## src/rtl/tsp_pkg.sv

```systemverilog
// tsp_pkg: shared constants and types for the tlv stream parser
// no dependencies; imported by tsp_parse and tlv_stream_parser_top
`default_nettype none

package tsp_pkg;

  // number of key bytes at the head of each fragment (1 to 16)
  localparam int unsigned KEY_BYTES = 1;

  localparam int unsigned KEY_POS_W = 4;
  localparam int unsigned KIND_W    = 2;

  // index of the last key byte in a fragment
  localparam logic [KEY_POS_W-1:0] KEY_LAST = KEY_POS_W'(KEY_BYTES - 1);

  // byte classes
  localparam logic [KIND_W-1:0] KIND_KEY = 2'd0;
  localparam logic [KIND_W-1:0] KIND_LEN = 2'd1;
  localparam logic [KIND_W-1:0] KIND_VAL = 2'd2;

  // one result transaction
  typedef struct packed {
    logic [7:0]           byte_out;
    logic [KIND_W-1:0]    byte_kind;
    logic [KEY_POS_W-1:0] key_position;
    logic                 fragment_end;
    logic                 message_end;
    logic                 status;
  } tsp_result_t;

endpackage

`default_nettype wire

```

## src/rtl/tsp_parse.sv

```systemverilog
// tsp_parse: fragment state (phase, key counter, value countdown) and byte classification
// depends on tsp_pkg
`default_nettype none

module tsp_parse import tsp_pkg::*; (
  input  wire logic        clk_i,
  input  wire logic        rst_ni,
  input  wire logic        advance_i,
  input  wire logic [7:0]  data_byte_i,
  input  wire logic        message_last_i,
  output tsp_result_t      result_o
);

  localparam logic [1:0] PH_KEY = 2'd0;
  localparam logic [1:0] PH_LEN = 2'd1;
  localparam logic [1:0] PH_VAL = 2'd2;

  logic [1:0]           phase_q, phase_d;
  logic [KEY_POS_W-1:0] key_count_q, key_count_d;
  logic [7:0]           remain_q, remain_d;

  logic [1:0]           ph_next;
  logic [KEY_POS_W-1:0] kc_next;
  logic [7:0]           rem_next;
  logic [KIND_W-1:0]    kind;
  logic [KEY_POS_W-1:0] kpos;
  logic                 frag_end;

  // classify the byte and step the fragment state
  always_comb begin
    ph_next  = phase_q;
    kc_next  = key_count_q;
    rem_next = remain_q;
    kind     = KIND_KEY;
    kpos     = '0;
    frag_end = 1'b0;
    case (phase_q)
      PH_LEN: begin
        kind     = KIND_LEN;
        rem_next = data_byte_i;
        if (data_byte_i == 8'd0) begin
          frag_end = 1'b1;
          ph_next  = PH_KEY;
        end else begin
          ph_next  = PH_VAL;
        end
      end
      PH_VAL: begin
        kind     = KIND_VAL;
        rem_next = remain_q - 8'd1;
        if (rem_next == 8'd0) begin
          frag_end = 1'b1;
          ph_next  = PH_KEY;
        end
      end
      default: begin
        // key phase, and the unused code
        kind = KIND_KEY;
        kpos = key_count_q;
        if (key_count_q >= KEY_LAST) begin
          kc_next = '0;
          ph_next = PH_LEN;
        end else begin
          kc_next = key_count_q + KEY_POS_W'(1);
          ph_next = PH_KEY;
        end
      end
    endcase
  end

  // message end puts the parser back at a fragment start
  always_comb begin
    if (message_last_i) begin
      phase_d     = PH_KEY;
      key_count_d = '0;
      remain_d    = '0;
    end else begin
      phase_d     = ph_next;
      key_count_d = kc_next;
      remain_d    = rem_next;
    end
  end

  always_ff @(posedge clk_i or negedge rst_ni) begin
    if (!rst_ni) begin
      phase_q     <= PH_KEY;
      key_count_q <= '0;
      remain_q    <= '0;
    end else if (advance_i) begin
      phase_q     <= phase_d;
      key_count_q <= key_count_d;
      remain_q    <= remain_d;
    end
  end

  // result fields
  always_comb begin
    result_o.byte_out     = data_byte_i;
    result_o.byte_kind    = kind;
    result_o.key_position = kpos;
    result_o.fragment_end = frag_end;
    result_o.message_end  = message_last_i;
    result_o.status       = message_last_i & ~frag_end;
  end

endmodule

`default_nettype wire

```

## src/rtl/tlv_stream_parser_top.sv

```systemverilog
// Type-length-value stream parser. Takes one message byte per cycle while in_stall_o
// is low and returns one classified byte per transaction: the byte is captured in an
// input register, classified against the fragment state in tsp_parse, and written to
// a result register, from which it is offered on the output channel. Both registers
// move on in the same cycle, so a new byte is taken every cycle while the result side
// does not stall; in_stall_o rises only when both registers are full and out_stall_i
// holds the result. Each fragment is KEY_BYTES key bytes, a length byte and that many
// value bytes; a message ending mid-fragment reports status 1 on its last byte and the
// parser restarts at a fragment start.
// depends on tsp_pkg and tsp_parse
`default_nettype none

module tlv_stream_parser_top import tsp_pkg::*; (
  input  wire logic                 clk_i,
  input  wire logic                 rst_ni,
  // input channel
  input  wire logic                 in_valid_i,
  output logic                      in_stall_o,
  input  wire logic [7:0]           data_byte_i,
  input  wire logic                 message_last_i,
  // output channel
  output logic                      out_valid_o,
  input  wire logic                 out_stall_i,
  output logic [7:0]                byte_out_o,
  output logic [KIND_W-1:0]         byte_kind_o,
  output logic [KEY_POS_W-1:0]      key_position_o,
  output logic                      fragment_end_o,
  output logic                      message_end_o,
  output logic                      status_o
);

  logic        in_valid_q;
  logic [7:0]  in_byte_q;
  logic        in_last_q;
  logic        out_valid_q;
  tsp_result_t res_q;
  tsp_result_t res_d;
  logic        out_free;
  logic        advance;
  logic        in_take;

  // handshake: result register frees when empty or taken
  assign out_free   = !out_valid_q || !out_stall_i;
  assign advance    = in_valid_q && out_free;
  assign in_stall_o = in_valid_q && !out_free;
  assign in_take    = in_valid_i && !in_stall_o;

  // input register
  always_ff @(posedge clk_i or negedge rst_ni) begin
    if (!rst_ni) begin
      in_valid_q <= 1'b0;
    end else if (in_take || advance) begin
      in_valid_q <= in_take;
    end
  end

  always_ff @(posedge clk_i) begin
    if (in_take) begin
      in_byte_q <= data_byte_i;
      in_last_q <= message_last_i;
    end
  end

  tsp_parse u_parse (
    .clk_i          (clk_i),
    .rst_ni         (rst_ni),
    .advance_i      (advance),
    .data_byte_i    (in_byte_q),
    .message_last_i (in_last_q),
    .result_o       (res_d)
  );

  // result register
  always_ff @(posedge clk_i or negedge rst_ni) begin
    if (!rst_ni) begin
      out_valid_q <= 1'b0;
    end else if (out_free) begin
      out_valid_q <= advance;
    end
  end

  always_ff @(posedge clk_i) begin
    if (advance) begin
      res_q <= res_d;
    end
  end

  assign out_valid_o    = out_valid_q;
  assign byte_out_o     = res_q.byte_out;
  assign byte_kind_o    = res_q.byte_kind;
  assign key_position_o = res_q.key_position;
  assign fragment_end_o = res_q.fragment_end;
  assign message_end_o  = res_q.message_end;
  assign status_o       = res_q.status;

`ifndef ASSERT_OFF
  // truncation is only reported on the last byte of a message
  assert property (@(posedge clk_i) disable iff (!rst_ni)
    out_valid_o && status_o |-> message_end_o)
    else $error("truncated status without message end");

  // a completed fragment is never reported as truncated
  assert property (@(posedge clk_i) disable iff (!rst_ni)
    out_valid_o && fragment_end_o |-> !status_o)
    else $error("fragment end together with truncated status");

  // only key bytes carry a key position
  assert property (@(posedge clk_i) disable iff (!rst_ni)
    out_valid_o && (key_position_o != '0) |-> byte_kind_o == KIND_KEY)
    else $error("key position on a non-key byte");

  // a key byte never completes a fragment
  assert property (@(posedge clk_i) disable iff (!rst_ni)
    out_valid_o && byte_kind_o == KIND_KEY |-> !fragment_end_o)
    else $error("fragment end on a key byte");

  // a stalled input transaction waits only behind a full, stalled result
  assert property (@(posedge clk_i) disable iff (!rst_ni)
    in_stall_o |-> out_valid_o && out_stall_i && in_valid_q)
    else $error("input stalled while result side is free");
`endif

endmodule

`default_nettype wire
```

## config.mk

```make
export PLATFORM = sky130hd
export DESIGN_NAME = tlv_stream_parser_top
export DESIGN_NICKNAME = d
export VERILOG_FILES = /design/src/rtl/tsp_pkg.sv /design/src/rtl/tsp_parse.sv /design/src/rtl/tlv_stream_parser_top.sv
export SDC_FILE = /design/constraint.sdc
export NUM_CORES = 1
export LEC_CHECK = 0
export ABC_AREA = 0
export BUFFER_PORTS_ARGS = -buffer_cell sky130_fd_sc_hd__buf_2
export CAP_MARGIN = 20
export CORE_ASPECT_RATIO = 1.4
export CORE_MARGIN = 1.5
export CORE_UTILIZATION = 54
export DETAILED_ROUTE_END_ITERATION = 6
export HOLD_SLACK_MARGIN = 0.15
export MAX_ROUTING_LAYER = met4
export PLACE_DENSITY = 0.81
export SKIP_LAST_GASP = 1
export SLEW_MARGIN = 20
export SYNTH_ARGS = -nofsm -noshare
export SYNTH_HDL_FRONTEND = slang
export SYNTH_SLANG_ARGS = --single-unit
```

## constraint.sdc

```tcl
create_clock -name clk_i -period 2.6 [get_ports clk_i]
set_input_delay 0 -clock clk_i [delete_from_list [all_inputs] [get_ports clk_i]]
set_output_delay 0 -clock clk_i [all_outputs]
set_load 0.01 [all_outputs]
```

==> Yosys cells after proc, flatten, opt, wreduce, memory -nomap -nowiden <==
Cells that the tools add are included.
{ "word_totals": {"word_cells": 52, "inputBits": 13, "out_inout_bits": 19, "reg_bits": 42} }
{ "op_classes": {"n_addsub": 2, "reduce_logical": 16, "n_eq_ne": 4, "n_lt_le_gt_ge": 1, "bitwise": 2, "muxes": 14} }
{ "ops": {"columns": ["cell", "count"], "rows": [
  ["logical NOT 8 bit", 2],
  ["case mux 8 bit (2 select lines)", 1],
  ["2-to-1 mux 4 bit", 3],
  ["2-to-1 mux 8 bit", 1],
  ["case mux 2 bit (2 select lines)", 2],
  ["subtractor 8 x 1 -> 8 bit (second input constant)", 1],
  ["2-to-1 mux 2 bit", 3],
  ["AND reduction 2 bit", 3],
  ["adder 4 x 1 -> 4 bit (second input constant)", 1],
  ["greater-or-equal comparator 4 x 1 -> 1 bit (second input constant)", 1],
  ["logical NOT 1 bit", 4],
  ["logical AND 1 bit", 3],
  ["2-to-1 mux 1 bit", 3],
  ["inequality test 3 x 2 -> 1 bit (second input constant)", 1],
  ["nonzero test 3 bit", 1],
  ["equality test 2 x 1 -> 1 bit (second input constant)", 1],
  ["equality test 2 bit (second input constant)", 1],
  ["logical OR 1 bit", 2],
  ["inequality test 2 x 1 -> 1 bit (second input constant)", 1],
  ["case mux 1 bit (2 select lines)", 1],
  ["OR reduction 2 bit", 1],
  ["bitwise AND 1 bit", 1],
  ["inverter 1 bit", 1]
]} }

==> Depth between registers and ports, before layout <==
{ "logic_depth": {"word_depth": 7, "depth_mapped": 8, "depth_no_buf": 8} }

==> Cells and area by module <==
From an unflattened synthesis, not the netlist that was laid out.
{ "hier_totals": {"cells_unflattened": 144, "area_unflattened_um2": 1769.2} }
{ "modules_own_cells": {"columns": ["mod", "area_each_um2", "n_inst", "cells_per_inst", "seq_area_each_um2"], "rows": [
  ["tsp_parse", 895.9, 1, 110, 250.2],
  ["tlv_stream_parser_top", 873.3, 1, 34, 830.8]
]} }

==> Worst setup path after synthesis <==
OpenSTA, ideal clock, no wires.
{ "synth_path": {"path_kind": "flip-flop to flip-flop", "from": "register u_parse.remain_q[0]", "to": "register res_q, in the netlist status_o, data pin", "path_stages_with_launch": 8, "path_buffers": 0, "slack_ps": 722, "setup_ps": 254, "synth_period_minus_slack_ps": 1878, "arrival_time_ps": 1624, "required_ps": 2346, "path_cell_list": "dfrtp_1 > inv_1 > ha_1 > o41ai_1 > nand3_1 > a21oi_2 > a22oi_1 > o21a_1"} }
{ "synth_lines": {"columns": ["element", "line_no", "rtl"], "rows": [
  ["start, declared", "tsp_parse.sv:20", "logic [7:0] remain_q, remain_d;"],
  ["start signal, assigned", "tsp_parse.sv:92", "remain_q <= remain_d;"],
  ["end signal, assigned", "tlv_stream_parser_top.sv:84", "res_q <= res_d;"],
  ["end, declared", "tlv_stream_parser_top.sv:36", "tsp_result_t res_q;"]
]} }

==> results.md <==
* Clock latency of the later-clocked register in the worst-skew pair at 0.28 ns
* IO Port Bufs at 27
* Number of max-cap violations at 0
* Flip-flop and latch count after synthesis at 34
* Filler instances at 190
* Worst setup SP type: register
* Status: finished, final reports clean
* Clk slew on worst S/H paths at roughly 0.07 ns
* Final WL at 3620 µm
* Class of the most critical hold timing path: input port to async pin
* Root cell of the clock tree: sky130_fd_sc_hd__clkbuf_8
* Seq/Total Area, Yosys at roughly three fifths
* Wire length of the first global-routing pass at 5700 µm
* CP Data Required Time at 2.64 ns
* Buffer depth of the longest clock path at 2
* Category of the worst setup path capture point: register
* WP data arrival at 2.16 ns
* Starting density of the core at 56.3%
* Worst IR drop on VDD at 0.000649 V
* Final critical delay including setup and external delays at 2.12 ns
* Share of cells above drive strength 1 at ~25%
* Total global routing track utilization at around a quarter
* Via Count at 1246
* Chip width at 49.0 µm
* Final HPWL from detailed placement at ~2300 µm
* Die H at 67.5 µm
* Share of the cycle needed by the critical path after routing at 81.7%
* Gp weighted congestion at 0.901
* Setup repair after global routing missed its margin: no
* Setup clock skew after layout at 0.00691 ns
* Final Max Slew Viols at 0
* Max Clock Freq at 471 MHz
* Row Count at 23
* H-tree levels at 2
* WP buf/inv at 1
* Via/cell ratio at 5.64
* Drt pass-1 iters at 4
* CP cell instances: inv_1 -> ha_1 -> o41ai_1 -> nand3_1 -> a21oi_2 -> a22oi_1 -> o21a_1
* Area used by multi-input combinational logic at 573 µm²
* Static leakage at 0.815 nW
* Pin count of the biggest net entering global routing at 18
* Crit-path slowest cell: sky130_fd_sc_hd__dfrtp_1
* CP max stage delay at 0.44 ns
* Commonest non-fill, non-tap cell in the layout: sky130_fd_sc_hd__buf_2
* Die ar. at 3310 µm²
* Endpoints failing setup at 0
* Vias in the first global route at 1277
* Worst Path Class, Setup: register to register
* Number of DRC violations after detailed routing at 0
* Number of distinct standard cells referenced by the synthesized netlist at 40
* Top cell family by delay on the critical path: compound AO/OA/AOI/OAI gates
* Post-layout nets at 200
* Pwr dens at approximately 840 nW/µm²
* Hold violation total from the final report at 0
* Cells after Synth at ~140
* Crit Path Max Fanout at 7
* Top Ports at 32
* GRT Residual Overflow at 0
* Core area at around 2800 µm²
* Highest-count cells in the layout ignoring fill and taps: 27 x sky130_fd_sc_hd__buf_2, 22 x sky130_fd_sc_hd__edfxtp_1, 13 x sky130_fd_sc_hd__nand2_1, 13 x sky130_fd_sc_hd__dlygate4sd3_1
* Final core utilization at 70.4%
* YS warnings at 0
* Clock tree from TritonCTS: yes
* CTS Buf Count at 5
* Mapped Area at about 1600 µm²
* Average cell area after synthesis at roughly 12 µm²
* Reg-to-reg slack, setup at roughly 0.48 ns
* Antenna diode instance count at 0
* Antenna viol nets, final at 0
* Final setup TNS at 0 ns
* Wirelength per Cell at 16.4 µm
* Sink count of the clock tree at 34
* Drt first-iter violations at 34
* Number of buffers inserted to repair setup after CTS at 0
* P&R area growth vs syn at 25.1%
* Area taken by flip-flops and latches at between 900 and 1000 µm²
* Antenna violations before repair at 0
==> logic make-up (layout without fill, tap and decap cells) <==
kind of cell	Yosys count	in the layout	synth area share, %
simple gates	50	50	16.9
flops	34	34	60.0
compound gates	32	32	13.1
buf+inv	16	58	5.31
fa+ha+maj	4	4	3.12
mux	2	2	1.33
other cells	1	4	0.234
==> synth_stat cells <==
cell                       count  area (µm²)
sky130_fd_sc_hd__nand2_1      13        48.8
sky130_fd_sc_hd__or3_1         2        12.5
sky130_fd_sc_hd__nor3b_1       3        22.5
sky130_fd_sc_hd__dfrtp_1      12         300
sky130_fd_sc_hd__mux2i_1       1        10.0
sky130_fd_sc_hd__nor3_1        3        15.0
sky130_fd_sc_hd__buf_2         2        10.0
sky130_fd_sc_hd__and3_2        1        7.51
sky130_fd_sc_hd__o21ai_0       9        45.0
sky130_fd_sc_hd__o21a_1        2        15.0
sky130_fd_sc_hd__o221ai_1      3        26.3
sky130_fd_sc_hd__o41ai_1       1        8.76
sky130_fd_sc_hd__mux2_2        1        11.3
sky130_fd_sc_hd__nor2b_1       1        6.26
sky130_fd_sc_hd__clkbuf_1      3        11.3
sky130_fd_sc_hd__nand4b_1      1        8.76
sky130_fd_sc_hd__nand2b_1      2        12.5
sky130_fd_sc_hd__a22oi_1       1        7.51
sky130_fd_sc_hd__o31ai_1       4        30.0
sky130_fd_sc_hd__nor3_4        1        16.3
sky130_fd_sc_hd__o31a_2        1        10.0
sky130_fd_sc_hd__and2_1        1        6.26
sky130_fd_sc_hd__nand3b_1      2        15.0
sky130_fd_sc_hd__a21boi_2      1        11.3
sky130_fd_sc_hd__or4b_2        1        10.0
sky130_fd_sc_hd__buf_4         4        30.0
sky130_fd_sc_hd__a21o_1        1        7.51
sky130_fd_sc_hd__nor2_1       12        45.0
sky130_fd_sc_hd__conb_1        1        3.75
sky130_fd_sc_hd__inv_1         6        22.5
sky130_fd_sc_hd__nor4_1        1        6.26
sky130_fd_sc_hd__nand2_2       1        6.26
sky130_fd_sc_hd__o21ai_1       1        5.00
sky130_fd_sc_hd__buf_6         1        11.3
sky130_fd_sc_hd__a21oi_1       7        35.0
sky130_fd_sc_hd__ha_1          4        50.1
sky130_fd_sc_hd__a21oi_2       1        8.76
sky130_fd_sc_hd__or4_1         3        22.5
sky130_fd_sc_hd__nand3_1       2        10.0
sky130_fd_sc_hd__edfxtp_1     22         661
==> path summary, 6_finish.rpt <==
| path | from | endpoint | cells past startpoint |
|---|---|---|---|
| max in group asynchronous | rst_ni | u_parse.remain_q[4] | 2 |
| worst max-delay path | u_parse.remain_q[0] | status_o | 7 |
| worst min-delay path | rst_ni | u_parse.remain_q[2] | 2 |
| min in group clk_i | data_byte_i[7] | in_byte_q[7] | 2 |
| worst max register to register | u_parse.remain_q[0] | status_o | 7 |
| worst min register to register | in_byte_q[5] | byte_out_o[5] | 0 |
==> flip-flops by register name, indices dropped and copies added, names as in the netlist <==
name	count
message_end_o	1
fragment_end_o	1
u_parse.phase_q	2
u_parse.remain_q	8
out_valid_o	1
in_valid_q	1
byte_out_o	8
status_o	1
in_last_q	1
in_byte_q	8
byte_kind_o	2
==> per-stage QoR <==
stage               instance area (µm²)  hold WS (ns)  instances  worst slack, ns  total power, mW
floorplan                          1610        -0.296        142            0.722             1.08
global placement                   1770        -0.108        200            0.615             1.17
detailed placement                 1770       -0.0972        200            0.523             1.20
CTS                                2000         0.151        221            0.505             1.67
global route                       2000         0.172        221            0.373             1.77
finish                             2000         0.162        221            0.476             1.68
==> per-layer routing <==
metal,track usage [%],vias to the layer above,share of wire [%]
met3,4.65,11,2.8
met1,22.9,610,36
li1,-,587,-
met2,46.6,38,59
met5,-,-,0
met4,11.8,0,2.6
==> area by class of cell <==
cell class                      instances  share of cell area (%)
Clock inverter                          2                    1.69
Sequential cell                        34                    47.9
Multi-Input combinational cell         92                    28.6
Clock buffer                            6                    3.62
Tap cell                               37                    2.31
Timing Repair Buffer                   44                    14.7
Inverter                                6                    1.12
==> what timing repair did <==
item	4_1_cts	5_1_grt
hold endpoints to repair	23	0
endpoints found under the setup margin	0	0
resized for setup	0	0
hold buffers	13	0
==> power breakdown <==
| group | switching [mW] | internal [mW] | total (mW) |
|---|---|---|---|
| sequential | 0.0997 | 0.664 | 0.764 |
| combinational | 0.259 | 0.196 | 0.455 |
| clock | 0.183 | 0.283 | 0.466 |
Power figures use the tool's default switching activity.
